[config.mk]
export PLATFORM = sky130hd
export DESIGN_NAME = paged_address_translator
export DESIGN_NICKNAME = d
export VERILOG_FILES = /design/src/rtl/pat_pkg.sv /design/src/rtl/paged_address_translator.sv /design/src/rtl/pat_addr_split.sv
export SDC_FILE = /design/constraint.sdc
export NUM_CORES = 1
export LEC_CHECK = 0
export BUFFER_PORTS_ARGS = -buffer_cell sky130_fd_sc_hd__buf_2
export CORE_ASPECT_RATIO = 0.75
export CORE_MARGIN = 3
export CORE_UTILIZATION = 25
export DETAILED_ROUTE_END_ITERATION = 16
export PLACE_DENSITY = 0.48
export SLEW_MARGIN = 20
export SYNTH_ARGS = -nofsm -noshare
export SYNTH_HDL_FRONTEND = slang
export SYNTH_SLANG_ARGS = --single-unit
export TNS_END_PERCENT = 1
[constraint.sdc]
create_clock -name clk -period 3.45 [get_ports clk]
set_input_delay 0.69 -clock clk [delete_from_list [all_inputs] [get_ports clk]]
set_output_delay 0.69 -clock clk [all_outputs]
set_load 0.02 [all_outputs]
[src/rtl/pat_pkg.sv]
`default_nettype none

package pat_pkg;

    // Field widths of the transfer payloads
    localparam int ADDR_W       = 16;
    localparam int PAGE_OUT_W   = 3;
    localparam int OFFSET_OUT_W = 13;
    localparam int FRAME_OUT_W  = 11;
    localparam int PHYS_W       = 24;
    localparam int TOTAL_W      = 32;

    // Configuration register widths and indexes
    localparam int CFG_IDX_W  = 2;
    localparam int FCNT_W     = 4;
    localparam int START_W    = 11;
    localparam int CFG_DATA_W = 11;

    localparam logic [CFG_IDX_W-1:0] CFG_POLICY = 2'd0;
    localparam logic [CFG_IDX_W-1:0] CFG_FRAMES = 2'd1;
    localparam logic [CFG_IDX_W-1:0] CFG_START  = 2'd2;

    // Codes
    localparam logic POLICY_FIFO  = 1'b0;
    localparam logic POLICY_CLOCK = 1'b1;
    localparam logic ACT_READ     = 1'b0;
    localparam logic ACT_WRITE    = 1'b1;

    localparam logic [FCNT_W-1:0] FCNT_RESET = 4'd8;

    // Defaults for the top level parameters
    localparam int PAGES_DEF       = 8;
    localparam int OFFSET_BITS_DEF = 13;
    localparam int FRAME_BITS_DEF  = 11;

    typedef struct packed {
        logic [ADDR_W-1:0] address;
        logic              action;
    } pat_in_t;

    typedef struct packed {
        logic [PAGE_OUT_W-1:0]   page;
        logic [OFFSET_OUT_W-1:0] offset;
        logic [FRAME_OUT_W-1:0]  frame;
        logic [PHYS_W-1:0]       physical_address;
        logic                    fault;
        logic                    write_back;
        logic [TOTAL_W-1:0]      fault_total;
        logic [TOTAL_W-1:0]      writeback_total;
    } pat_out_t;

endpackage

`default_nettype wire

[src/rtl/paged_address_translator.sv]
// Sequence: S_IDLE takes a transfer and reads the page table; S_LOOK serves a hit or a
// fault from a free frame and goes to S_OUT. An eviction runs S_VPT and S_VCHK once more
// for each referenced bit the clock hand clears (none under FIFO, at most 2 * resident
// pages under clock); each hand step waits on the registered page-table and ring reads.
// A new transfer is taken only in S_IDLE, after S_OUT registers the last result; S_OUT waits while the output stalls.
// Reset: asynchronous, clears page valid bits, counters and hand, and sets the configuration to its defaults at once.
`default_nettype none

module paged_address_translator
    import pat_pkg::*;
#(
    parameter int PAGES       = PAGES_DEF,
    parameter int OFFSET_BITS = OFFSET_BITS_DEF,
    parameter int FRAME_BITS  = FRAME_BITS_DEF
)
(
    input  wire logic                  clk,
    input  wire logic                  rst_n,
    input  wire logic                  in_valid,
    output logic                       in_ready,
    input  wire pat_in_t               in_data,
    output logic                       out_valid,
    input  wire logic                  out_ready,
    output pat_out_t                   out_data,
    input  wire logic                  cfg_valid,
    output logic                       cfg_ready,
    input  wire logic [CFG_IDX_W-1:0]  cfg_index,
    input  wire logic [CFG_DATA_W-1:0] cfg_data
);

    localparam int PG_W   = $clog2(PAGES);
    localparam int CNT_W  = $clog2(PAGES + 1);
    localparam int STEP_W = CNT_W + 1;
    localparam int PTE_W  = FRAME_BITS + 2;
    localparam int CMP_W  = (CNT_W > FCNT_W) ? CNT_W : FCNT_W;
    localparam int SUM_W  = ((FRAME_BITS > START_W) ? FRAME_BITS : START_W) + 1;
    localparam int PA_W   = FRAME_BITS + OFFSET_BITS;

    localparam logic [2:0] S_IDLE = 3'd0;
    localparam logic [2:0] S_LOOK = 3'd1;
    localparam logic [2:0] S_VPT  = 3'd2;
    localparam logic [2:0] S_VCHK = 3'd3;
    localparam logic [2:0] S_OUT  = 3'd4;

    // Control and state registers
    logic [2:0]             state_reg, state_next;
    logic [PG_W-1:0]        page_reg, page_next;
    logic [OFFSET_BITS-1:0] offset_reg, offset_next;
    logic                   write_reg, write_next;
    logic [PG_W-1:0]        hand_reg, hand_next;
    logic [STEP_W-1:0]      steps_reg, steps_next;
    logic [PG_W-1:0]        vpg_reg, vpg_next;
    logic [FRAME_BITS-1:0]  frame_res_reg, frame_res_next;
    logic                   fault_res_reg, fault_res_next;
    logic                   wb_res_reg, wb_res_next;
    logic [CNT_W-1:0]       fiu_reg, fiu_next;
    logic [PG_W-1:0]        ring_hand_reg, ring_hand_next;
    logic [TOTAL_W-1:0]     fault_cnt_reg, fault_cnt_next;
    logic [TOTAL_W-1:0]     wb_cnt_reg, wb_cnt_next;
    logic [PAGES-1:0]       valid_reg, valid_next;
    logic                   out_valid_reg, out_valid_next;
    pat_out_t               out_data_reg, out_data_next;

    logic                   policy_reg;
    logic [FCNT_W-1:0]      frame_count_reg;
    logic [START_W-1:0]     start_frame_reg;

    // Memory ports
    logic [PTE_W-1:0]       pt_mem [PAGES];
    logic                   pt_rd_en;
    logic [PG_W-1:0]        pt_rd_addr;
    logic [PTE_W-1:0]       pt_rdata_reg;
    logic                   pt_we;
    logic [PG_W-1:0]        pt_wa;
    logic [PTE_W-1:0]       pt_wd;

    logic [PG_W-1:0]        ring_mem [PAGES];
    logic                   ring_rd_en;
    logic [PG_W-1:0]        ring_rd_addr;
    logic [PG_W-1:0]        ring_rdata_reg;
    logic                   ring_we;
    logic [PG_W-1:0]        ring_wa;
    logic [PG_W-1:0]        ring_wd;

    // Helpers
    logic [PG_W-1:0]        split_page;
    logic [OFFSET_BITS-1:0] split_offset;
    logic                   rd_ref;
    logic                   rd_mod;
    logic [FRAME_BITS-1:0]  rd_frame;
    logic [CMP_W-1:0]       fc_ext;
    logic [CNT_W-1:0]       allowed;
    logic [SUM_W-1:0]       frame_sum;
    logic [FRAME_BITS-1:0]  new_frame;
    logic [CNT_W-1:0]       hand_plus;
    logic [PG_W-1:0]        hand_inc;
    logic                   victim_wb;
    logic [PA_W-1:0]        pa_full;

    pat_addr_split #(
        .PAGES       (PAGES),
        .OFFSET_BITS (OFFSET_BITS)
    ) u_split (
        .address (in_data.address),
        .page    (split_page),
        .offset  (split_offset)
    );

    assign in_ready  = (state_reg == S_IDLE);
    assign out_valid = out_valid_reg;
    assign out_data  = out_data_reg;
    assign cfg_ready = 1'b1;

    assign rd_ref   = pt_rdata_reg[PTE_W-1];
    assign rd_mod   = pt_rdata_reg[PTE_W-2];
    assign rd_frame = pt_rdata_reg[FRAME_BITS-1:0];

    // Frame allowance, saturated into one to the page count
    always_comb
    begin
        fc_ext = CMP_W'(frame_count_reg);
        if (fc_ext == '0)
        begin
            allowed = CNT_W'(1);
        end
        else if (fc_ext > CMP_W'(PAGES))
        begin
            allowed = CNT_W'(PAGES);
        end
        else
        begin
            allowed = CNT_W'(fc_ext);
        end
    end

    assign frame_sum = SUM_W'(start_frame_reg) + SUM_W'(fiu_reg);
    assign new_frame = frame_sum[FRAME_BITS-1:0];

    // Hand advance around the resident ring
    assign hand_plus = CNT_W'(hand_reg) + CNT_W'(1);
    assign hand_inc  = (hand_plus == fiu_reg) ? '0 : hand_plus[PG_W-1:0];

    assign victim_wb = valid_reg[vpg_reg] & rd_mod;
    assign pa_full   = {frame_res_reg, offset_reg};

    // Sequencer
    always_comb
    begin
        state_next     = state_reg;
        page_next      = page_reg;
        offset_next    = offset_reg;
        write_next     = write_reg;
        hand_next      = hand_reg;
        steps_next     = steps_reg;
        vpg_next       = vpg_reg;
        frame_res_next = frame_res_reg;
        fault_res_next = fault_res_reg;
        wb_res_next    = wb_res_reg;
        fiu_next       = fiu_reg;
        ring_hand_next = ring_hand_reg;
        fault_cnt_next = fault_cnt_reg;
        wb_cnt_next    = wb_cnt_reg;
        valid_next     = valid_reg;
        out_data_next  = out_data_reg;
        out_valid_next = out_valid_reg & ~out_ready;

        pt_rd_en     = 1'b0;
        pt_rd_addr   = page_reg;
        pt_we        = 1'b0;
        pt_wa        = page_reg;
        pt_wd        = {1'b1, write_reg, rd_frame};
        ring_rd_en   = 1'b0;
        ring_rd_addr = ring_hand_reg;
        ring_we      = 1'b0;
        ring_wa      = hand_reg;
        ring_wd      = page_reg;

        case (state_reg)
            S_IDLE:
            begin
                if (in_valid)
                begin
                    page_next   = split_page;
                    offset_next = split_offset;
                    write_next  = (in_data.action == ACT_WRITE);
                    pt_rd_en    = 1'b1;
                    pt_rd_addr  = split_page;
                    state_next  = S_LOOK;
                end
            end

            S_LOOK:
            begin
                // ring slot under the hand is fetched in case of eviction
                ring_rd_en   = 1'b1;
                ring_rd_addr = ring_hand_reg;
                if (valid_reg[page_reg])
                begin
                    pt_we          = 1'b1;
                    pt_wd          = {1'b1, rd_mod | write_reg, rd_frame};
                    frame_res_next = rd_frame;
                    fault_res_next = 1'b0;
                    wb_res_next    = 1'b0;
                    state_next     = S_OUT;
                end
                else if (fiu_reg < allowed)
                begin
                    // free frame handed out, page appended to the ring
                    pt_we                = 1'b1;
                    pt_wd                = {1'b1, write_reg, new_frame};
                    ring_we              = 1'b1;
                    ring_wa              = fiu_reg[PG_W-1:0];
                    fiu_next             = fiu_reg + CNT_W'(1);
                    valid_next[page_reg] = 1'b1;
                    fault_cnt_next       = fault_cnt_reg + TOTAL_W'(1);
                    frame_res_next       = new_frame;
                    fault_res_next       = 1'b1;
                    wb_res_next          = 1'b0;
                    state_next           = S_OUT;
                end
                else
                begin
                    hand_next  = ring_hand_reg;
                    steps_next = '0;
                    state_next = S_VPT;
                end
            end

            S_VPT:
            begin
                pt_rd_en   = 1'b1;
                pt_rd_addr = ring_rdata_reg;
                vpg_next   = ring_rdata_reg;
                state_next = S_VCHK;
            end

            S_VCHK:
            begin
                if ((policy_reg == POLICY_CLOCK) && (steps_reg < {fiu_reg, 1'b0}) && rd_ref)
                begin
                    // second chance: clear referenced bit, move on
                    pt_we        = 1'b1;
                    pt_wa        = vpg_reg;
                    pt_wd        = {1'b0, rd_mod, rd_frame};
                    hand_next    = hand_inc;
                    steps_next   = steps_reg + STEP_W'(1);
                    ring_rd_en   = 1'b1;
                    ring_rd_addr = hand_inc;
                    state_next   = S_VPT;
                end
                else
                begin
                    // evict the page under the hand, its frame goes to the new page
                    valid_next[vpg_reg]  = 1'b0;
                    valid_next[page_reg] = 1'b1;
                    pt_we                = 1'b1;
                    pt_wd                = {1'b1, write_reg, rd_frame};
                    ring_we              = 1'b1;
                    ring_wa              = hand_reg;
                    ring_hand_next       = hand_inc;
                    fault_cnt_next       = fault_cnt_reg + TOTAL_W'(1);
                    wb_cnt_next          = wb_cnt_reg + TOTAL_W'(victim_wb);
                    frame_res_next       = rd_frame;
                    fault_res_next       = 1'b1;
                    wb_res_next          = victim_wb;
                    state_next           = S_OUT;
                end
            end

            S_OUT:
            begin
                if (!out_valid_reg || out_ready)
                begin
                    out_data_next.page             = PAGE_OUT_W'(page_reg);
                    out_data_next.offset           = OFFSET_OUT_W'(offset_reg);
                    out_data_next.frame            = FRAME_OUT_W'(frame_res_reg);
                    out_data_next.physical_address = PHYS_W'(pa_full);
                    out_data_next.fault            = fault_res_reg;
                    out_data_next.write_back       = wb_res_reg;
                    out_data_next.fault_total      = fault_cnt_reg;
                    out_data_next.writeback_total  = wb_cnt_reg;
                    out_valid_next                 = 1'b1;
                    state_next                     = S_IDLE;
                end
            end

            default:
            begin
                state_next = S_IDLE;
            end
        endcase
    end

    // Control registers
    always_ff @(posedge clk or negedge rst_n)
    begin
        if (!rst_n)
        begin
            state_reg     <= S_IDLE;
            fiu_reg       <= '0;
            ring_hand_reg <= '0;
            fault_cnt_reg <= '0;
            wb_cnt_reg    <= '0;
            valid_reg     <= '0;
            out_valid_reg <= 1'b0;
        end
        else
        begin
            state_reg     <= state_next;
            fiu_reg       <= fiu_next;
            ring_hand_reg <= ring_hand_next;
            fault_cnt_reg <= fault_cnt_next;
            wb_cnt_reg    <= wb_cnt_next;
            valid_reg     <= valid_next;
            out_valid_reg <= out_valid_next;
        end
    end

    // Configuration registers
    always_ff @(posedge clk or negedge rst_n)
    begin
        if (!rst_n)
        begin
            policy_reg      <= POLICY_FIFO;
            frame_count_reg <= FCNT_RESET;
            start_frame_reg <= '0;
        end
        else if (cfg_valid)
        begin
            case (cfg_index)
                CFG_POLICY: policy_reg      <= cfg_data[0];
                CFG_FRAMES: frame_count_reg <= cfg_data[FCNT_W-1:0];
                CFG_START:  start_frame_reg <= cfg_data[START_W-1:0];
                default:
                begin
                end
            endcase
        end
    end

    // Payload registers
    always_ff @(posedge clk)
    begin
        page_reg      <= page_next;
        offset_reg    <= offset_next;
        write_reg     <= write_next;
        hand_reg      <= hand_next;
        steps_reg     <= steps_next;
        vpg_reg       <= vpg_next;
        frame_res_reg <= frame_res_next;
        fault_res_reg <= fault_res_next;
        wb_res_reg    <= wb_res_next;
        out_data_reg  <= out_data_next;
    end

    // Page table memory: referenced, modified, frame
    always_ff @(posedge clk)
    begin
        if (pt_we)
        begin
            pt_mem[pt_wa] <= pt_wd;
        end
        if (pt_rd_en)
        begin
            pt_rdata_reg <= pt_mem[pt_rd_addr];
        end
    end

    // Resident ring memory
    always_ff @(posedge clk)
    begin
        if (ring_we)
        begin
            ring_mem[ring_wa] <= ring_wd;
        end
        if (ring_rd_en)
        begin
            ring_rdata_reg <= ring_mem[ring_rd_addr];
        end
    end

endmodule

`default_nettype wire

[src/rtl/pat_addr_split.sv]
`default_nettype none

module pat_addr_split
    import pat_pkg::*;
#(
    parameter int PAGES       = PAGES_DEF,
    parameter int OFFSET_BITS = OFFSET_BITS_DEF
)
(
    input  wire logic [ADDR_W-1:0]          address,
    output logic      [$clog2(PAGES)-1:0]   page,
    output logic      [OFFSET_BITS-1:0]     offset
);

    localparam int PG_W  = $clog2(PAGES);
    localparam int HI_W  = ADDR_W - OFFSET_BITS;
    localparam int IDX_W = (HI_W > 0) ? HI_W : 1;
    localparam int TBL_N = 1 << IDX_W;

    logic [ADDR_W-1:0] shifted;
    logic [IDX_W-1:0]  hi;
    logic [PG_W-1:0]   page_lut [TBL_N];

    // Page number table: upper address bits folded modulo the page count
    genvar i;
    for (i = 0; i < TBL_N; i++)
    begin : g_lut
        localparam int unsigned PG = i % PAGES;
        assign page_lut[i] = PG_W'(PG);
    end

    assign shifted = address >> OFFSET_BITS;
    assign hi      = shifted[IDX_W-1:0];
    assign page    = page_lut[hi];
    assign offset  = address[OFFSET_BITS-1:0];

endmodule

`default_nettype wire
==> reports/metrics.csv, run 1 <==
stage;metric;value;unit
logic_synthesis;multiplexer share of the synthesized area;4.054;%
worst_setup_path;startpoint types;flip-flop;
timing;Clock Skew;0.02573;ns
die;Initial Utilization;25.45;%
worst_setup_path;Critical path destination;wb_cnt_reg[22];
clock_network;Worst-path clk slew;0.06;ns
grt;initial antenna violation count;1;
worst_setup_path;critical path peak fanout;11;
finish;nets;1331;
logic_synthesis;area fraction of the dominant cell type after synthesis;53.78;%
place;Placement Cell Area;17330;um^2
timing;hold_ws;0.1278;ns
power_and_ir_drop;Power Density;875.4;nW/um^2
clock_network;CTS tree;built;
worst_setup_path;worst setup path category;reg -> reg;
place;I/O Buffers;153;
worst_setup_path;CP arrival;3.69;ns
grt;first-pass GRT wire length;55190;um
worst_setup_path;Most Frequent Cell on Critical Path;ha_1;
logic_synthesis;synth cell count leaders;edfxtp_1, nand2_1, dfrtp_1, nor2_1, xnor2_1;
hold_path;Hold Crit Class;in -> async;
timing;post-layout min period;3.211;ns
worst_setup_path;data required time of the worst path;3.93;ns
logic_synthesis;top_reg_cell synth;edfxtp_1;
grt;largest net degree at the start of global routing;53;
logic_synthesis;Yosys cell types;70;
worst_setup_path;reg2reg start;vpg_reg[0];
detailed_routing;M1 WL;17170;um
clock_network;H-tree depth;2;
timing;RSZ-0062 raised after global routing;no;
logic_synthesis;largest area contributor in the synthesized netlist;edfxtp_1;
detailed_routing;vias per cell;4.308;
worst_setup_path;delay-heaviest family, CP;simple AND/OR/NAND/NOR gates;
worst_setup_path;CP startpoint;vpg_reg[0];
power_and_ir_drop;Max VDD drop;0.5714;mV
finish;# diodes;0;
logic_synthesis;FF+latch count, synth;377;
clock_network;post-cts resize count;0;
logic_synthesis;Post-Synth Adder-Cell Area;1.419;%
clock_network;cts bufs inserted;42;
worst_setup_path;flop2flop setup slack;0.24;ns
timing;endpoints failing setup;0;
finish;max reg flops;104;
place;HPWL after DPL;23980;um
grt;GR Overflow Total;0;
timing;Fin. Hold Viols;0;
die;die span in x;293.7;um
logic_synthesis;YS warnings;0;
worst_setup_path;max incr delay on CP;0.70;ns
grt;Tot GR Track Use;10.83;%
status;outcome;finished clean;
detailed_routing;top routing layer in use;met5;
job;MaxCap Viol Count;0;
die;io pins;155;
die;Core Rows;78;
logic_synthesis;Mean Syn Cell Area;14.02;um^2
worst_setup_path;slowest CP cell;or4b_2;
timing;actual slew at the worst max-slew pin;0.9620;ns
logic_synthesis;XOR/XNOR share of the synthesized area;4.489;%
timing;relative slew slack;35.19;%
logic_synthesis;count leader, synth;edfxtp_1;
worst_setup_path;Critical Path Sink Type;flip-flop;
detailed_routing;total routed wirelength;35570;um
logic_synthesis;Compound-Gate Fraction of Synth Area;6.762;%
worst_setup_path;crit-path cells;nand3b_1, a21oi_1, o31a_1, ha_1, ha_1, or4b_2, nor3_2, and3_1, xor2_1;
clock_network;cts hold-fix bufs;0;
worst_setup_path;Worst Path Buf+Inv;0;
clock_network;clock root buffer;clkbuf_16;
timing;Max Slew Vio Count;0;
worst_setup_path;r2r endpoint;wb_cnt_reg[22];
detailed_routing;Via Count;9081;
detailed_routing;DRT iter0 DRCs;535;
logic_synthesis;Post-Syn Area;15520;um^2
clock_network;largest buffer count on any clock path;3;
detailed_routing;First-pass DRT Iterations;5;
detailed_routing;Met3 Wirelength;1563;um
logic_synthesis;Post-synth EDFFs;278;
finish;design area;18640;um^2
timing;Final TNS setup;0;ns
timing;Fmax;0.3114;GHz
detailed_routing;DRC viols;0;
detailed_routing;met2 wire len;16060;um
finish;share of cells above drive strength 1;23.62;%
die;core area;61000;um^2
clock_network;Post-CTS Setup Inserts;0;
detailed_routing;Routed WL per cell;16.87;um
logic_synthesis;largest family of logic cells by synthesized area;simple AND/OR/NAND/NOR gates;
die;die span in y;221.8;um
power_and_ir_drop;LEAKAGE;7.114;nW
worst_setup_path;worst reg-to-reg path cell count;9;
logic_synthesis;cell count after synthesis;1107;
logic_synthesis;Post-Syn Nets;1159;
logic_synthesis;synthesized-area fraction occupied by and/or/nand/nor cells;10.60;%
grt;vias in the first global route;9198;
logic_synthesis;register area share after synthesis;69.74;%
logic_synthesis;asr flop ratio synth;26.26;%
finish;Area Overhead vs Synth;20.09;%
die;Die ar.;65150;um^2
place;gpl congestion;0.7927;
worst_setup_path;Critical Path Stages;9;
timing;final period utilization;93.09;%
clock_network;clk sinks;377;
finish;final core occ;30.56;%
detailed_routing;antenna-violating nets left;0;
logic_synthesis;synth top area cells;edfxtp_1, dfrtp_1, nand2_1;
clock_network;Worst-Skew Late Latency;0.56;ns
==> worst min-delay path by stage <==
stage	cells past startpoint	endpoint
floorplan	0	fault_cnt_reg[0]
global placement	0	out_data[104]
detailed placement	0	out_data[108]
CTS	1	wb_cnt_reg[27]
global route	1	wb_cnt_reg[27]
finish	1	wb_cnt_reg[27]
==> layout make-up <==
class | count | area, um^2
well taps | 800 | 1001
clock inverters | 19 | 171.4
repair buffers | 194 | 1139
multi-input cells | 640 | 4278
fillers | 6083 | 42350
flip-flops and latches | 377 | 10830
clock buffers | 54 | 1137
inverters | 24 | 90.09
==> cells by family after synthesis <==
group | count (synthesis)
flip-flops | 377
adder cells (fa/ha/maj) | 17
buffers and inverters | 90
XOR/XNOR | 78
AND/OR/NAND/NOR | 338
multiplexers | 54
other | 1
AO/OA/AOI/OAI | 152
==> power by group <==
| part | switching [mW] | total, mW | internal [mW] |
|---|---|---|---|
| Clock | 1.75 | 4.30 | 2.54 |
| Sequential | 0.463 | 6.83 | 6.37 |
| Combinational | 3.37 | 5.19 | 1.82 |
==> layer usage <==
layer / up-vias / GRT usage [%]
li1: 4369 / -
met1: 4481 / 15.45
met2: 172 / 16.61
met3: 57 / 2.243
met4: 2 / 3.137
met5: - / 0
==> placed cells by master (no fill, tap or decap), drive strengths merged, types with 5 or more instances in the layout <==
cell	instances
nor2	57
dfrtp	98
mux2	31
a211oi	26
clkbuf	54
nand3	16
buf	194
o31ai	7
nor3	15
a21oi	10
a21boi	5
xor2	26
a31oi	18
nand3b	6
o21ai	35
inv	24
xnor2	51
mux2i	20
nand4	22
edfxtp	278
a311oi	13
nand2b	14
a21o	16
clkinv	16
nor2b	5
nand2	139
and3	15
and2	31
ha	16
==> through the flow <==
step,worst slack (ns),power (mW),cells
3_3_place_gp,0.3287,12.14,2035
6_report,0.2385,16.32,2108
5_1_grt,0.03307,17.31,2108
2_1_floorplan,0.1604,10.22,1107
3_5_place_dp,0.2722,12.20,2035
4_1_cts,0.2412,16.59,2108
Power figures use the tool's default switching activity.
==> run 2, diff against run 1 <==
==> constraint.sdc (replaced) <==
create_clock -name clk -period 3.45 [get_ports clk]
set_input_delay 0.5175 -clock clk [delete_from_list [all_inputs] [get_ports clk]]
set_output_delay 0.5175 -clock clk [all_outputs]
set_load 0.02 [all_outputs]
==> reports/metrics.csv, run 2 (synthesis results as in run 1) <==
stage;metric;value;unit;change
detailed_routing;vias per cell;4.274;;was 4.308
hold_path;HP Start;in_data[11];;
job;MaxCap Viol Count;0;;unchanged
finish;Cell Count, Final, Fillers Out;2111;;was 2108
place;Setup WS pre-CTS;0.2324;ns;was 0.2722 ns
finish;Area Overhead vs Synth;20.29;%;was 20.09%
place;gpl congestion;0.7596;;was 0.7927
grt;largest net degree at the start of global routing;63;;was 53
detailed_routing;antenna-violating nets left;0;;unchanged
worst_setup_path;Critical Path Sink Type;flip-flop;;unchanged
timing;endpoints failing setup;0;;unchanged
status;outcome;finished clean;;unchanged
worst_setup_path;worst reg-to-reg path cell count;9;;unchanged
worst_setup_path;max incr delay on CP;0.71;ns;was 0.70 ns
timing;hold_ws;0.1449;ns;was 0.1278 ns
finish;nets;1328;;was 1331
worst_setup_path;data required time of the worst path;3.89;ns;was 3.93 ns
worst_setup_path;slowest CP cell;or4b_2;;unchanged
timing;post-layout min period;3.179;ns;was 3.211 ns
grt;initial antenna violation count;1;;unchanged
worst_setup_path;startpoint types;flip-flop;;unchanged
grt;first-pass GRT wire length;55250;um;was 55190 um
worst_setup_path;worst setup path category;reg -> reg;;unchanged
grt;Tot GR Track Use;10.87;%;was 10.83%
power_and_ir_drop;Power Density;875.0;nW/um^2;was 875.4 nW/um^2
place;I/O Buffers;153;;unchanged
finish;share of cells above drive strength 1;24.03;%;was 23.62%
finish;final core occ;30.61;%;was 30.56%
finish;Fillers;6034;;was 6083
detailed_routing;First-pass DRT Iterations;5;;unchanged
clock_network;largest buffer count on any clock path;3;;unchanged
timing;Fin. Hold Viols;0;;unchanged
die;Die ar.;65150;um^2;unchanged
power_and_ir_drop;Sw Ratio;34.41;%;was 34.24%
finish;max reg flops;104;;unchanged
worst_setup_path;r2r endpoint;wb_cnt_reg[28];;was wb_cnt_reg[22]
worst_setup_path;crit-path cells;nand2b_1, o22ai_1, o31a_1, ha_1, ha_1, or4b_2, nor3_4, nand4_1, xnor2_1;;was nand3b_1, a21oi_1, o31a_1, ha_1, ha_1, or4b_2, nor3_2, and3_1, xor2_1
timing;Max Slew Vio Count;0;;unchanged
timing;actual slew at the worst max-slew pin;0.9592;ns;was 0.9620 ns
place;Placed Cells;2030;;was 2035
timing;Final WS setup;0.2707;ns;was 0.2385 ns
timing;final period utilization;92.15;%;was 93.09%
power_and_ir_drop;LEAKAGE;7.128;nW;was 7.114 nW
clock_network;Worst-path clk slew;0.06;ns;about the same
timing;Clock Skew;0.02134;ns;was 0.02573 ns
detailed_routing;DRC viols;0;;unchanged
die;io pins;155;;unchanged
finish;Register Area;10830;um^2;unchanged
worst_setup_path;flop2flop setup slack;0.27;ns;was 0.24 ns
finish;commonest cells after routing, fill and taps aside;edfxtp_1, buf_2, nand2_1;;unchanged
die;core area;61000;um^2;unchanged
power_and_ir_drop;Sequential Power Share;42.0;%;was 41.9%
detailed_routing;Routed WL per cell;16.73;um;was 16.87 um
timing;relative slew slack;35.98;%;was 35.19%
die;Initial Utilization;25.45;%;unchanged
worst_setup_path;critical path peak fanout;11;;unchanged
power_and_ir_drop;Max VDD drop;0.3748;mV;was 0.5714 mV
clock_network;cts bufs inserted;43;;was 42
hold_path;Cells on Worst Hold Path;1;;
finish;# diodes;0;;unchanged
power_and_ir_drop;Power Internal;10.72;mW;was 10.73 mW
hold_path;Hold Crit Class;in -> reg;;was in -> async
timing;Fmax;0.3145;GHz;was 0.3114 GHz
finish;area of the multi-input gates;4287;um^2;was 4278 um^2
die;Core Rows;78;;unchanged
power_and_ir_drop;Clock Power Share;27.1;%;was 26.3%
clock_network;clock root buffer;clkbuf_16;;unchanged
timing;RSZ-0062 raised after global routing;no;;unchanged
clock_network;clk sinks;377;;unchanged
power_and_ir_drop;Comb power frac;30.8;%;was 31.8%
worst_setup_path;reg2reg start;vpg_reg[2];;was vpg_reg[0]
power_and_ir_drop;switching power;5.622;mW;was 5.588 mW
finish;most common cell after layout, fill and taps aside;edfxtp_1;;unchanged
die;die span in x;293.7;um;unchanged
timing;Final TNS setup;0;ns;unchanged
detailed_routing;Via Count;9022;;was 9081
place;HPWL after DPL;23790;um;was 23980 um
worst_setup_path;CP arrival;3.62;ns;was 3.69 ns
clock_network;Worst-Skew Late Latency;0.56;ns;about the same
hold_path;Hold EP;offset_reg[10];;
detailed_routing;total routed wirelength;35320;um;was 35570 um
grt;GR Overflow Total;0;;unchanged
clock_network;H-tree depth;2;;unchanged
worst_setup_path;Most Frequent Cell on Critical Path;ha_1;;unchanged
die;die span in y;221.8;um;unchanged
clock_network;CTS tree;built;;unchanged
grt;vias in the first global route;9223;;was 9198
detailed_routing;DRT iter0 DRCs;471;;was 535
## run 2: changes by cell type in the layout (fill, tap and decap cells not counted), moves of 2 or more
cell,before,now
buf_12,5,3
buf_4,37,34
clkbuf_1,9,5
clkinv_2,9,13
clkinvlp_4,0,5
## run 2: power groups by stage
stage          logic, mW  clock network (mW)  registers [mW]
4_1_cts             5.13                4.60            6.88
6_report            5.04                4.43            6.87
5_1_grt             5.60                4.79            6.97
3_3_place_gp        5.09                   0            6.96
3_5_place_dp        5.11                   0            6.96
2_1_floorplan       3.17                   0            7.05
## run 2: worst max path at each step
stage                    start        endpoint  slack (ns)
global placement    vpg_reg[2]  wb_cnt_reg[22]        0.30
floorplan           fiu_reg[1]    pt_mem[3][0]        0.16
CTS                 vpg_reg[2]  wb_cnt_reg[28]        0.21
detailed placement  vpg_reg[2]  wb_cnt_reg[28]        0.23
global route         fc_ext[3]    pt_mem[5][5]        0.08
finish              vpg_reg[2]  wb_cnt_reg[28]        0.27
## run 2: stage by stage
stage / total power [mW] / area (um^2)
2_1_floorplan: 10.22 / 15520
3_3_place_gp: 12.05 / 17270
3_5_place_dp: 12.07 / 17270
4_1_cts: 16.60 / 18670
5_1_grt: 17.36 / 18670
6_report: 16.34 / 18670
## run 2: critical path: cells and delay by family (launching register included)
kind / cells / cell delay [ns]
AO/OA/AOI/OAI: 2 / 0.40
adder cells (fa/ha/maj): 2 / 0.48
XOR/XNOR: 1 / 0.15
flip-flops: 1 / 0.53
AND/OR/NAND/NOR: 4 / 1.50
## run 2: per-layer routing
metal | global-route usage, % | up-vias | share of wire (%)
met5 | 0 | - | 0
met4 | 3.073 | 0 | 2.0
met3 | 2.173 | 48 | 4.1
met2 | 17.02 | 167 | 46
met1 | 15.28 | 4436 | 48
li1 | - | 4371 | -
## run 2: timing repair
action,in CTS,in global routing
setup endpoints to repair,0,2
buffers inserted,0,0
hold buffers,1,0
hold endpoints to repair,37,0
gates resized for setup,0,1
## run 2: area by class of cell
type	count	area share (%)
Clock buffer	50	6.071
Clock inverter	30	1.333
Inverter	24	0.4824
Multi-Input combinational cell	640	22.96
Sequential cell	377	57.98
Tap cell	800	5.360
Timing Repair Buffer	190	5.816
==> run 3, diff against run 2 <==
CORE_ASPECT_RATIO = not set   (was 0.75)
GPL_TIMING_DRIVEN = 0   (was not set)
==> reports/metrics.csv, run 3 (synthesis results as in run 1) <==
stage;metric;value;unit;change
worst_setup_path;startpoint types;flip-flop;;unchanged
timing;Fmax;0.3107;GHz;was 0.3145 GHz
timing;Final TNS setup;0;ns;unchanged
timing;actual slew at the worst max-slew pin;0.8597;ns;was 0.9592 ns
worst_setup_path;flop2flop setup slack;0.23;ns;was 0.27 ns
timing;RSZ-0062 raised after global routing;no;;unchanged
detailed_routing;DRC viols;0;;unchanged
power_and_ir_drop;switching power;5.911;mW;was 5.622 mW
worst_setup_path;critical path peak fanout;17;;was 11
die;Core Rows;90;;was 78
timing;endpoints failing setup;0;;unchanged
finish;commonest cells after routing, fill and taps aside;edfxtp_1, buf_2, nand2_1;;unchanged
detailed_routing;First-pass DRT Iterations;5;;unchanged
timing;final period utilization;93.31;%;was 92.15%
finish;Register Area;10830;um^2;unchanged
clock_network;Worst-Skew Late Latency;0.56;ns;about the same
detailed_routing;DRT iter0 DRCs;443;;was 471
power_and_ir_drop;Power Density;875.8;nW/um^2;was 875.0 nW/um^2
detailed_routing;total routed wirelength;37060;um;was 35320 um
detailed_routing;Via Count;9443;;was 9022
die;die span in x;255.2;um;was 293.7 um
timing;Max Slew Vio Count;0;;unchanged
timing;Clock Skew;0.02209;ns;was 0.02134 ns
place;I/O Buffers;153;;unchanged
place;HPWL after DPL;25850;um;was 23790 um
finish;share of cells above drive strength 1;25.37;%;was 24.03%
finish;nets;1372;;was 1328
detailed_routing;Routed WL per cell;16.98;um;was 16.73 um
finish;max reg flops;104;;unchanged
worst_setup_path;Critical Path Sink Type;flip-flop;;unchanged
power_and_ir_drop;Power Internal;10.81;mW;was 10.72 mW
detailed_routing;vias per cell;4.328;;was 4.274
timing;relative slew slack;42.62;%;was 35.98%
grt;GR Overflow Total;0;;unchanged
die;core area;60920;um^2;was 61000 um^2
grt;initial antenna violation count;6;;was 1
power_and_ir_drop;Max VDD drop;0.3500;mV;was 0.3748 mV
grt;vias in the first global route;9355;;was 9223
finish;most common cell after layout, fill and taps aside;edfxtp_1;;unchanged
die;Die ar.;65120;um^2;was 65150 um^2
grt;Tot GR Track Use;11.37;%;was 10.87%
clock_network;Worst-path clk slew;0.06;ns;about the same
clock_network;H-tree depth;2;;unchanged
finish;Fillers;6064;;was 6034
die;die span in y;255.2;um;was 221.8 um
clock_network;clk sinks;377;;unchanged
power_and_ir_drop;Sw Ratio;35.34;%;was 34.41%
timing;Fin. Hold Viols;0;;unchanged
place;gpl congestion;0.7678;;was 0.7596
status;outcome;finished clean;;unchanged
clock_network;CTS tree;built;;unchanged
finish;area of the multi-input gates;4369;um^2;was 4287 um^2
clock_network;largest buffer count on any clock path;3;;unchanged
die;io pins;155;;unchanged
finish;Area Overhead vs Synth;23.02;%;was 20.29%
power_and_ir_drop;LEAKAGE;7.255;nW;was 7.128 nW
detailed_routing;antenna-violating nets left;0;;unchanged
timing;post-layout min period;3.219;ns;was 3.179 ns
power_and_ir_drop;total power;16.72;mW;was 16.34 mW
power_and_ir_drop;Clock Power Share;26.4;%;was 27.1%
hold_path;Hold Crit Class;in -> reg;;unchanged
finish;final core occ;31.35;%;was 30.61%
power_and_ir_drop;Sequential Power Share;40.8;%;was 42.0%
job;MaxCap Viol Count;0;;unchanged
die;Initial Utilization;25.48;%;was 25.45%
worst_setup_path;data required time of the worst path;3.74;ns;was 3.89 ns
grt;first-pass GRT wire length;56650;um;was 55250 um
timing;hold_ws;0.1304;ns;was 0.1449 ns
worst_setup_path;worst setup path category;reg -> reg;;unchanged
grt;largest net degree at the start of global routing;64;;was 63
clock_network;clock root buffer;clkbuf_16;;unchanged
worst_setup_path;CP arrival;3.51;ns;was 3.62 ns
clock_network;cts bufs inserted;41;;was 43
power_and_ir_drop;Comb power frac;32.9;%;was 30.8%
## run 3: final timing paths
| path | start | end | cells after the start |
|---|---|---|---|
| setup / recovery | fiu_reg[1] | ring_rdata_reg[1] | 11 |
| max in group asynchronous | rst_n | fc_ext[3] | 3 |
| hold / removal | in_data[9] | offset_reg[8] | 1 |
| setup reg to reg | fiu_reg[1] | ring_rdata_reg[1] | 11 |
| hold reg to reg | offset_reg[7] | out_data[108] | 0 |
| min in group asynchronous | rst_n | wb_cnt_reg[22] | 2 |
## run 3: per-stage QoR
step / instances / worst slack, ns / area (um^2)
floorplan: 1107 / 0.1604 / 15520
global placement: 2088 / -0.9795 / 17330
detailed placement: 2094 / -0.6768 / 17460
CTS: 2177 / -0.05261 / 19030
global route: 2181 / 0.006283 / 19090
finish: 2182 / 0.2310 / 19100
## run 3: routing by layer
metal,up-vias,track usage [%],share of wire [%]
met5,-,0,0.094
met1,4714,14.86,45
li1,4465,-,-
met3,56,2.866,5.4
met4,6,2.818,1.7
met2,202,18.95,48
## run 3: final cells by class
class | instances | share of cell area [%]
Inverter | 24 | 0.4783
Tap cell | 828 | 5.425
Multi-Input combinational cell | 640 | 22.88
Antenna cell | 2 | 0.02621
Clock buffer | 56 | 6.093
Timing Repair Buffer | 171 | 5.451
Clock inverter | 19 | 1.035
Sequential cell | 377 | 56.69
Buffer | 65 | 1.920
## run 3: timing repair
item                       4_1_cts  5_1_grt
buffers inserted                 7        4
pin swaps                        7        2
hold buffers                     1        0
setup endpoints to repair      210      152
resized for setup               28        9
cloned                           0        0
hold endpoints to repair        36        0
## run 3: power by group through the flow
| stage | combinational [mW] | clock [mW] | sequential, mW |
|---|---|---|---|
| after floorplan | 3.17 | 0 | 7.05 |
| after global placement | 5.20 | 0 | 6.96 |
| after detailed placement | 5.35 | 0 | 6.94 |
| after CTS | 5.52 | 4.54 | 6.86 |
| after global routing | 6.05 | 4.74 | 6.91 |
| final | 5.50 | 4.41 | 6.82 |
## run 3: critical path, stage by stage (launching register included)
cell and delay (ns):
dfrtp_1 0.40, clkbuf_2 0.24, inv_2 0.11, ha_1 0.28
a211o_1 0.31, a21boi_4 0.23, inv_1 0.08, buf_2 0.24
o21a_1 0.20, buf_2 0.18, mux4_2 0.44, a22o_1 0.25
